File: src/rtl/u8s_pkg.sv
// Shared types and constants for the UTF-8 stream sanitizer.
package u8s_pkg;

  localparam int unsigned JOB_SLOTS           = 4;
  localparam int unsigned QUEUE_DEPTH_DEFAULT = 2;

  localparam logic [7:0] QMARK = 8'h3F;
  localparam logic [7:0] SPACE = 8'h20;

  typedef struct packed {
    logic [7:0] in_byte;
    logic       in_last;
  } in_item_t;

  typedef struct packed {
    logic [7:0] out_byte;
    logic       run_last;
    logic       stream_last;
  } out_item_t;

  // Result bytes caused by one request, oldest in slot 0.
  typedef struct packed {
    logic [JOB_SLOTS-1:0][7:0] bytes;
    logic [2:0]                count;
    logic                      last;
  } job_t;

  typedef struct packed {
    logic full;
    logic empty;
  } q_status_t;

endpackage

File: src/rtl/u8s_front.sv
// Front part: accepts requests, tracks the pending sequence, builds result jobs.
module u8s_front (
  input  logic                clk,
  input  logic                rst,
  input  logic                byte_valid,
  output logic                byte_ready,
  input  u8s_pkg::in_item_t   byte_data,
  input  u8s_pkg::q_status_t  q_status,
  output logic                push,
  output u8s_pkg::job_t       push_job
);

  logic [1:0]      held;
  logic [2:0]      needed;
  logic [2:0][7:0] held_bytes;

  logic [7:0]      b;
  logic            last;
  logic            accept;
  logic            cont;
  logic            pending;
  logic            complete;
  logic [1:0]      hc;
  logic [2:0]      nt;
  logic [2:0]      n;
  logic [2:0]      idx;
  logic [3:0][7:0] e;
  logic            wr_en;
  logic [1:0]      wr_idx;

  assign b          = byte_data.in_byte;
  assign last       = byte_data.in_last;
  assign byte_ready = !q_status.full;
  assign accept     = byte_valid && byte_ready;

  always_comb begin
    cont     = (b[7:6] == 2'b10);
    pending  = (needed != 3'd0) && (held != 2'd0);
    complete = pending && cont && (({1'b0, held} + 3'd1) >= needed);
    e        = '0;
    n        = '0;
    idx      = '0;
    hc       = held;
    nt       = needed;
    wr_en    = 1'b0;
    wr_idx   = held;
    if (complete) begin
      // release the whole sequence unchanged
      for (int k = 0; k < 3; k++) begin
        if (2'(k) < held) e[k] = held_bytes[k];
      end
      e[held] = b;
      n  = {1'b0, held} + 3'd1;
      hc = 2'd0;
      nt = 3'd0;
    end else if (pending && cont) begin
      wr_en = 1'b1;
      hc    = held + 2'd1;
    end else begin
      // replace any broken sequence with question marks, then treat the byte as fresh input
      if (pending) begin
        for (int k = 0; k < 3; k++) begin
          if (2'(k) < held) e[k] = u8s_pkg::QMARK;
        end
        n = {1'b0, held};
      end
      hc = 2'd0;
      nt = 3'd0;
      if (!b[7]) begin
        if (b inside {[8'h20:8'h7E], 8'h09, 8'h0A, 8'h0D}) e[n[1:0]] = b;
        else e[n[1:0]] = u8s_pkg::SPACE;
        n = n + 3'd1;
      end else if (b[7:5] == 3'b110) begin
        wr_en = 1'b1; wr_idx = 2'd0; hc = 2'd1; nt = 3'd2;
      end else if (b[7:4] == 4'b1110) begin
        wr_en = 1'b1; wr_idx = 2'd0; hc = 2'd1; nt = 3'd3;
      end else if (b[7:3] == 5'b11110) begin
        wr_en = 1'b1; wr_idx = 2'd0; hc = 2'd1; nt = 3'd4;
      end else begin
        e[n[1:0]] = u8s_pkg::QMARK;
        n = n + 3'd1;
      end
    end
    if (last) begin
      // flush what is still held at end of string
      for (int k = 0; k < 3; k++) begin
        if (2'(k) < hc) begin
          idx = n + 3'(k);
          e[idx[1:0]] = u8s_pkg::QMARK;
        end
      end
      n  = n + {1'b0, hc};
      hc = 2'd0;
      nt = 3'd0;
    end
  end

  always_ff @(posedge clk) begin
    if (rst) begin
      held   <= 2'd0;
      needed <= 3'd0;
    end else if (accept) begin
      held   <= hc;
      needed <= nt;
    end
  end

  always_ff @(posedge clk) begin
    if (accept && wr_en) held_bytes[wr_idx] <= b;
  end

  assign push           = accept && (n != 3'd0);
  assign push_job.bytes = e;
  assign push_job.count = n;
  assign push_job.last  = last;

endmodule

File: src/rtl/u8s_queue.sv
// Short job queue between the front and back parts.
module u8s_queue #(
  parameter int unsigned DEPTH = u8s_pkg::QUEUE_DEPTH_DEFAULT
) (
  input  logic               clk,
  input  logic               rst,
  input  logic               push,
  input  u8s_pkg::job_t      push_job,
  input  logic               pop,
  output u8s_pkg::job_t      head_job,
  output u8s_pkg::q_status_t q_status
);

  localparam int unsigned PW = (DEPTH > 1) ? $clog2(DEPTH) : 1;
  localparam int unsigned CW = $clog2(DEPTH + 1);

  u8s_pkg::job_t slots [DEPTH];
  logic [PW-1:0] wr_ptr;
  logic [PW-1:0] rd_ptr;
  logic [CW-1:0] cnt;

  assign q_status.full  = (cnt == CW'(DEPTH));
  assign q_status.empty = (cnt == '0);
  assign head_job       = slots[rd_ptr];

  always_ff @(posedge clk) begin
    if (push) slots[wr_ptr] <= push_job;
  end

  always_ff @(posedge clk) begin
    if (rst) begin
      wr_ptr <= '0;
      rd_ptr <= '0;
      cnt    <= '0;
    end else begin
      if (push) wr_ptr <= (wr_ptr == PW'(DEPTH - 1)) ? '0 : wr_ptr + 1'b1;
      if (pop)  rd_ptr <= (rd_ptr == PW'(DEPTH - 1)) ? '0 : rd_ptr + 1'b1;
      if (push && !pop)      cnt <= cnt + 1'b1;
      else if (pop && !push) cnt <= cnt - 1'b1;
    end
  end

endmodule

File: src/rtl/u8s_back.sv
// Back part: serializes each job into bytes, one per cycle unless stalled.
module u8s_back (
  input  logic               clk,
  input  logic               rst,
  input  u8s_pkg::job_t      head_job,
  input  u8s_pkg::q_status_t q_status,
  output logic               pop,
  output logic               clean_valid,
  input  logic               clean_ready,
  output u8s_pkg::out_item_t clean_data
);

  u8s_pkg::job_t cur;
  logic          busy;
  logic [1:0]    pos;
  logic          final_one;
  logic          done;

  assign final_one = (({1'b0, pos} + 3'd1) == cur.count);
  assign done      = clean_valid && clean_ready && final_one;
  assign pop       = !q_status.empty && (!busy || done);

  assign clean_valid            = busy;
  assign clean_data.out_byte    = cur.bytes[pos];
  assign clean_data.run_last    = final_one;
  assign clean_data.stream_last = final_one && cur.last;

  always_ff @(posedge clk) begin
    if (rst) begin
      busy <= 1'b0;
      pos  <= 2'd0;
    end else if (pop) begin
      busy <= 1'b1;
      pos  <= 2'd0;
    end else if (done) begin
      busy <= 1'b0;
      pos  <= 2'd0;
    end else if (clean_valid && clean_ready) begin
      pos <= pos + 2'd1;
    end
  end

  always_ff @(posedge clk) begin
    if (pop) cur <= head_job;
  end

endmodule

File: src/rtl/utf8_stream_sanitizer_top.sv
// Top level of the UTF-8 stream sanitizer: front, job queue and back.
// Path: a result byte passes from the request that completes it into a queue slot,
//   written at the accepting edge, then into the back job register before it is
//   presented; it waits longer while the queue or the output stalls.
// Throughput: one input request per cycle while the queue has room; each yields
//   0 to 4 bytes, sent one per cycle unless stalled; bursts drain via the queue.
// Reset: synchronous, active high; clears sequence state, queue pointers and
//   the output valid; held sequence bytes, queue slots and the output byte
//   register are not cleared.
module utf8_stream_sanitizer_top #(
  parameter int unsigned QUEUE_DEPTH = u8s_pkg::QUEUE_DEPTH_DEFAULT
) (
  input  logic               clk,
  input  logic               rst,
  input  logic               byte_valid,
  output logic               byte_ready,
  input  u8s_pkg::in_item_t  byte_data,
  output logic               clean_valid,
  input  logic               clean_ready,
  output u8s_pkg::out_item_t clean_data
);

  // Jobs travel from the front into the queue; the back pulls them out.
  logic               push;
  u8s_pkg::job_t      push_job;
  logic               pop;
  u8s_pkg::job_t      head_job;
  u8s_pkg::q_status_t q_status;

  // Classify each byte and build the batch of result bytes it releases.
  u8s_front u_front (
    .clk        (clk),
    .rst        (rst),
    .byte_valid (byte_valid),
    .byte_ready (byte_ready),
    .byte_data  (byte_data),
    .q_status   (q_status),
    .push       (push),
    .push_job   (push_job)
  );

  // Hold batches so the input side keeps moving while the output stalls.
  u8s_queue #(
    .DEPTH (QUEUE_DEPTH)
  ) u_queue (
    .clk      (clk),
    .rst      (rst),
    .push     (push),
    .push_job (push_job),
    .pop      (pop),
    .head_job (head_job),
    .q_status (q_status)
  );

  // Send each batch out byte by byte, marking the last of each request.
  u8s_back u_back (
    .clk         (clk),
    .rst         (rst),
    .head_job    (head_job),
    .q_status    (q_status),
    .pop         (pop),
    .clean_valid (clean_valid),
    .clean_ready (clean_ready),
    .clean_data  (clean_data)
  );

`ifndef NO_ASSERTIONS
  a_no_overflow: assert property (@(posedge clk) disable iff (rst)
    push |-> !q_status.full)
    else $error("job pushed into a full queue");

  a_no_underflow: assert property (@(posedge clk) disable iff (rst)
    pop |-> !q_status.empty)
    else $error("job popped from an empty queue");

  a_job_count: assert property (@(posedge clk) disable iff (rst)
    push |-> (push_job.count != 3'd0) && (push_job.count <= 3'd4))
    else $error("job byte count out of range");

  a_stream_end: assert property (@(posedge clk) disable iff (rst)
    (clean_valid && clean_data.stream_last) |-> clean_data.run_last)
    else $error("end of string not on the last byte of a request");
`endif

endmodule
File: config.mk
export PLATFORM = sky130hd
export DESIGN_NAME = utf8_stream_sanitizer_top
export DESIGN_NICKNAME = d
export VERILOG_FILES = /design/src/rtl/u8s_pkg.sv /design/src/rtl/u8s_front.sv /design/src/rtl/u8s_queue.sv /design/src/rtl/u8s_back.sv /design/src/rtl/utf8_stream_sanitizer_top.sv
export SDC_FILE = /design/constraint.sdc
export NUM_CORES = 1
export LEC_CHECK = 0
export ABC_AREA = 0
export BUFFER_PORTS_ARGS = -buffer_cell sky130_fd_sc_hd__buf_4
export CAP_MARGIN = 15
export CORE_ASPECT_RATIO = 1.1
export CORE_MARGIN = 1
export CORE_UTILIZATION = 55
export CTS_CLUSTER_DIAMETER = 200
export DETAILED_ROUTE_END_ITERATION = 6
export GPL_ROUTABILITY_DRIVEN = 0
export PLACE_DENSITY = 0.72
export RECOVER_POWER = 25
export SYNTH_ARGS = -nofsm -noshare
export SYNTH_HDL_FRONTEND = slang
export SYNTH_SLANG_ARGS = --single-unit
File: constraint.sdc
create_clock -name clk -period 11.6 [get_ports clk]
set_clock_uncertainty 0.1 [all_clocks]
set_input_delay 0.58 -clock clk [delete_from_list [all_inputs] [get_ports clk]]
set_output_delay 0.58 -clock clk [all_outputs]
set_load 0.02 [all_outputs]
==> qor.yml <==
synth_edf_count: 132
status: "complete, but fails checks"
syn-num-nets: 518
clock-sinks: 144
rsz0062_at_grt: "false"
antenna_left: 0
cts_made_buffers: 17
drv_slew: 33
core-area_mm2: 0.0116
start_util: 0.571
min_to: "u_front.needed[2]"
slew_headroom: -0.181
die_h_um: 117
die_w_um: 107
instances_no_fill: 674
ys_seq_elements: 144
cts_tree: "yes"
final_area_mm2: 0.00743
layout-drive-gt1-share: 0.177
drc: 0
vias_per_cell: 6.05
worst_pin_slew_ns: 1.77
hpwl_um: 8850
maxCapViolCount: 1
antenna_cells: 0
final-hold-violation-count: 0
fin_crit_sh: 0.415
synth_cells: 490
seq_area_frac_synth: 0.635
ys_types: 55
r2r_slack_ns: 6.78
cp_max_fo: 14
vias: 4077
worstReg2RegStart: "u_front.held[0]"
wl_um: 13300
power_density_mw_per_mm2: 207
setup_viol: 0
synth_ff_type: "edfxtp_1"
cp.required_ns: 11.85
placed_cells: 642
ir_drop_v: 0.000113
io_buffers: 24
die_area_mm2: 0.0125
cts_resized: 0
timing.final.crit_period_ns: 4.82
violations: "max-capacitance violations, max-slew violations"
grt-ovfl-total: 0
final.setup.worst_slack_ns: 6.78
grt_max_degree: 39
cp-end-kind: "flip-flop"
antenna_found_initial: 0
post-route-util: 0.641
finalSetupTns_ns: 0
grt_pass1_vias: 4058
drt_pass1_iterations: 5
holdBufCountCts: 0
cp-start-kind: "flip-flop"
path_clk_slew_ns: 0.06
p_leak_nw: 2.60
clk_latency_ns: 0.42
nFillCells: 874
root_buffer: "clkbuf_16"
synth-async-reset-ratio: 0
place_area_mm2: 0.00692
yosysWarnings: 0
avgSynthCellArea_um2: 13.5
r2r_cells: 15
timing.fmax_mhz: 208
rows: 41
htreeDepth: 4
fin_nets: 539
min_from: "rst"
postCtsSetupRepairBufs: 0
grt_usage: 0.232
r2r_end: "u_queue.cnt[1]"
grt_first_pass_wirelength_um: 21200
cp.arrival_ns: 5.06
drtIter0Drc: 369
place_ws_ns: 6.86
clock_path_buffers: 2
wl_per_cell_um: 19.7
syn_to_final_growth_pct: 12.2
holdPathStages: 2
io_pins: 25
synth_area_mm2: 0.00662
hold_class: "primary input to flip-flop"
crit_type: "flip-flop to flip-flop"
-- metrics by stage --
step                power (W)  hold WS, ns
global route          0.00160        0.335
detailed placement    0.00104        0.412
floorplan            0.000942        0.391
CTS                   0.00156        0.318
finish                0.00154        0.334
global placement      0.00102        0.404
-- how the worst max path moves through the flow --
stage                               start             endpoint  slack, ns  depth (start not counted)
final                     u_front.held[0]       u_queue.cnt[1]       6.78                         15
after global routing      u_front.held[1]       u_queue.cnt[1]       6.40                         15
after CTS                 u_front.held[0]       u_queue.cnt[1]       6.84                         15
after detailed placement  u_front.held[0]       u_queue.cnt[1]       6.86                         15
after global placement    u_front.held[0]       u_queue.cnt[1]       7.03                         15
after floorplan           u_front.held[0]  u_queue.slots[0][0]       6.56                         13
-- layer usage --
metal	wire length (um)	vias up	global-route usage
met4	250	0	0.102
met5	0	-	0
met3	729	30	0.0520
li1	-	1914	-
met1	5930	1982	0.312
met2	6370	151	0.365
-- sequential cells by signal, indices dropped and copies added, names as in the netlist --
register,count
u_queue.wr_ptr,1
u_front.held,2
u_back.clean_valid,1
u_front.held_bytes,24
u_back.pos,2
u_queue.cnt,2
u_front.needed,3
u_queue.slots,72
u_back.cur,36
u_queue.rd_ptr,1
-- cells in the final DEF (no fill, tap or decap), types with 5 or more instances in the layout --
cell type	count
clkbuf_1	16
o221ai_1	5
a21o_1	5
mux2i_1	8
xor2_1	6
ha_1	14
o21ai_0	7
nor2_1	40
clkbuf_16	17
or3_1	14
o31ai_1	6
nand3_1	15
edfxtp_1	132
mux4_2	8
buf_4	13
inv_1	20
dfxtp_1	12
a21oi_1	24
a22oi_1	19
mux2_2	35
nor3_1	8
nand2_1	27
-- synth_stat cells (2+ instances only) --
master / instances / area share
o22ai_1: 3 / 0.0028
a21oi_1: 24 / 0.018
a21o_1: 5 / 0.0057
nand3_1: 15 / 0.011
mux4_2: 8 / 0.027
and3_1: 3 / 0.0028
xor2_1: 6 / 0.0079
a32oi_1: 2 / 0.0026
buf_1: 5 / 0.0028
nor3b_1: 2 / 0.0023
o32ai_1: 2 / 0.0026
o221ai_1: 5 / 0.0066
o21a_1: 2 / 0.0023
nor3_1: 8 / 0.0060
edfxtp_1: 132 / 0.60
nand2b_1: 2 / 0.0019
o21ai_0: 7 / 0.0053
or3_1: 14 / 0.013
clkbuf_1: 16 / 0.0091
nor2_1: 41 / 0.023
xnor2_1: 2 / 0.0026
nand2_1: 27 / 0.015
nand4_1: 2 / 0.0019
a22oi_1: 19 / 0.022
inv_1: 20 / 0.011
or3b_2: 2 / 0.0026
nor4b_1: 3 / 0.0040
buf_2: 4 / 0.0030
ha_1: 14 / 0.026
mux2_2: 37 / 0.063
dfxtp_1: 12 / 0.036
o31ai_1: 6 / 0.0068
mux2i_1: 8 / 0.012
and2_1: 5 / 0.0047
o211ai_1: 2 / 0.0023
a221oi_1: 2 / 0.0026
nor2b_1: 4 / 0.0038
a21boi_0: 2 / 0.0023
-- area by class of cell --
type	count	area (um^2)	share of cell area
timing repair buffer	29	158	0.0212
clock buffer	17	425	0.0573
clock inverter	15	144	0.0194
inverter	20	75.1	0.0101
multi-input combinational	299	2230	0.301
tap	150	188	0.0253
sequential	144	4200	0.566
-- where the power goes --
| group | total, W | internal, W | switching (W) |
|---|---|---|---|
| clock | 0.000528 | 0.000314 | 0.000214 |
| combinational | 0.000284 | 0.000124 | 0.000161 |
| sequential | 0.000728 | 0.000691 | 0.0000361 |
| total | 0.00154 | 0.00113 | 0.000411 |
-- worst max-delay path, stage by stage, from the launching register on --
cell	delay [ns]
dfxtp_1	0.48
inv_1	0.15
ha_1	0.46
nand2b_1	0.27
nor2_1	0.27
ha_1	0.29
inv_1	0.06
a221oi_1	0.06
a311o_4	0.45
fa_1	0.48
or3b_2	0.47
o311a_1	0.14
or2_1	0.23
ha_1	0.33
or3_1	0.35
a21oi_1	0.15
-- logic make-up (layout without fill, tap and decap cells) --
group | Yosys count | count (layout) | share of synthesized area
flops | 144 | 144 | 0.635
simple gates | 132 | 132 | 0.0975
compound gates | 91 | 91 | 0.0962
mux | 53 | 53 | 0.102
buf+inv | 47 | 81 | 0.0291
fa+ha+maj | 15 | 15 | 0.0295
xor+xnor | 8 | 8 | 0.0106
No activity file was read; power rests on OpenSTA's default activity.
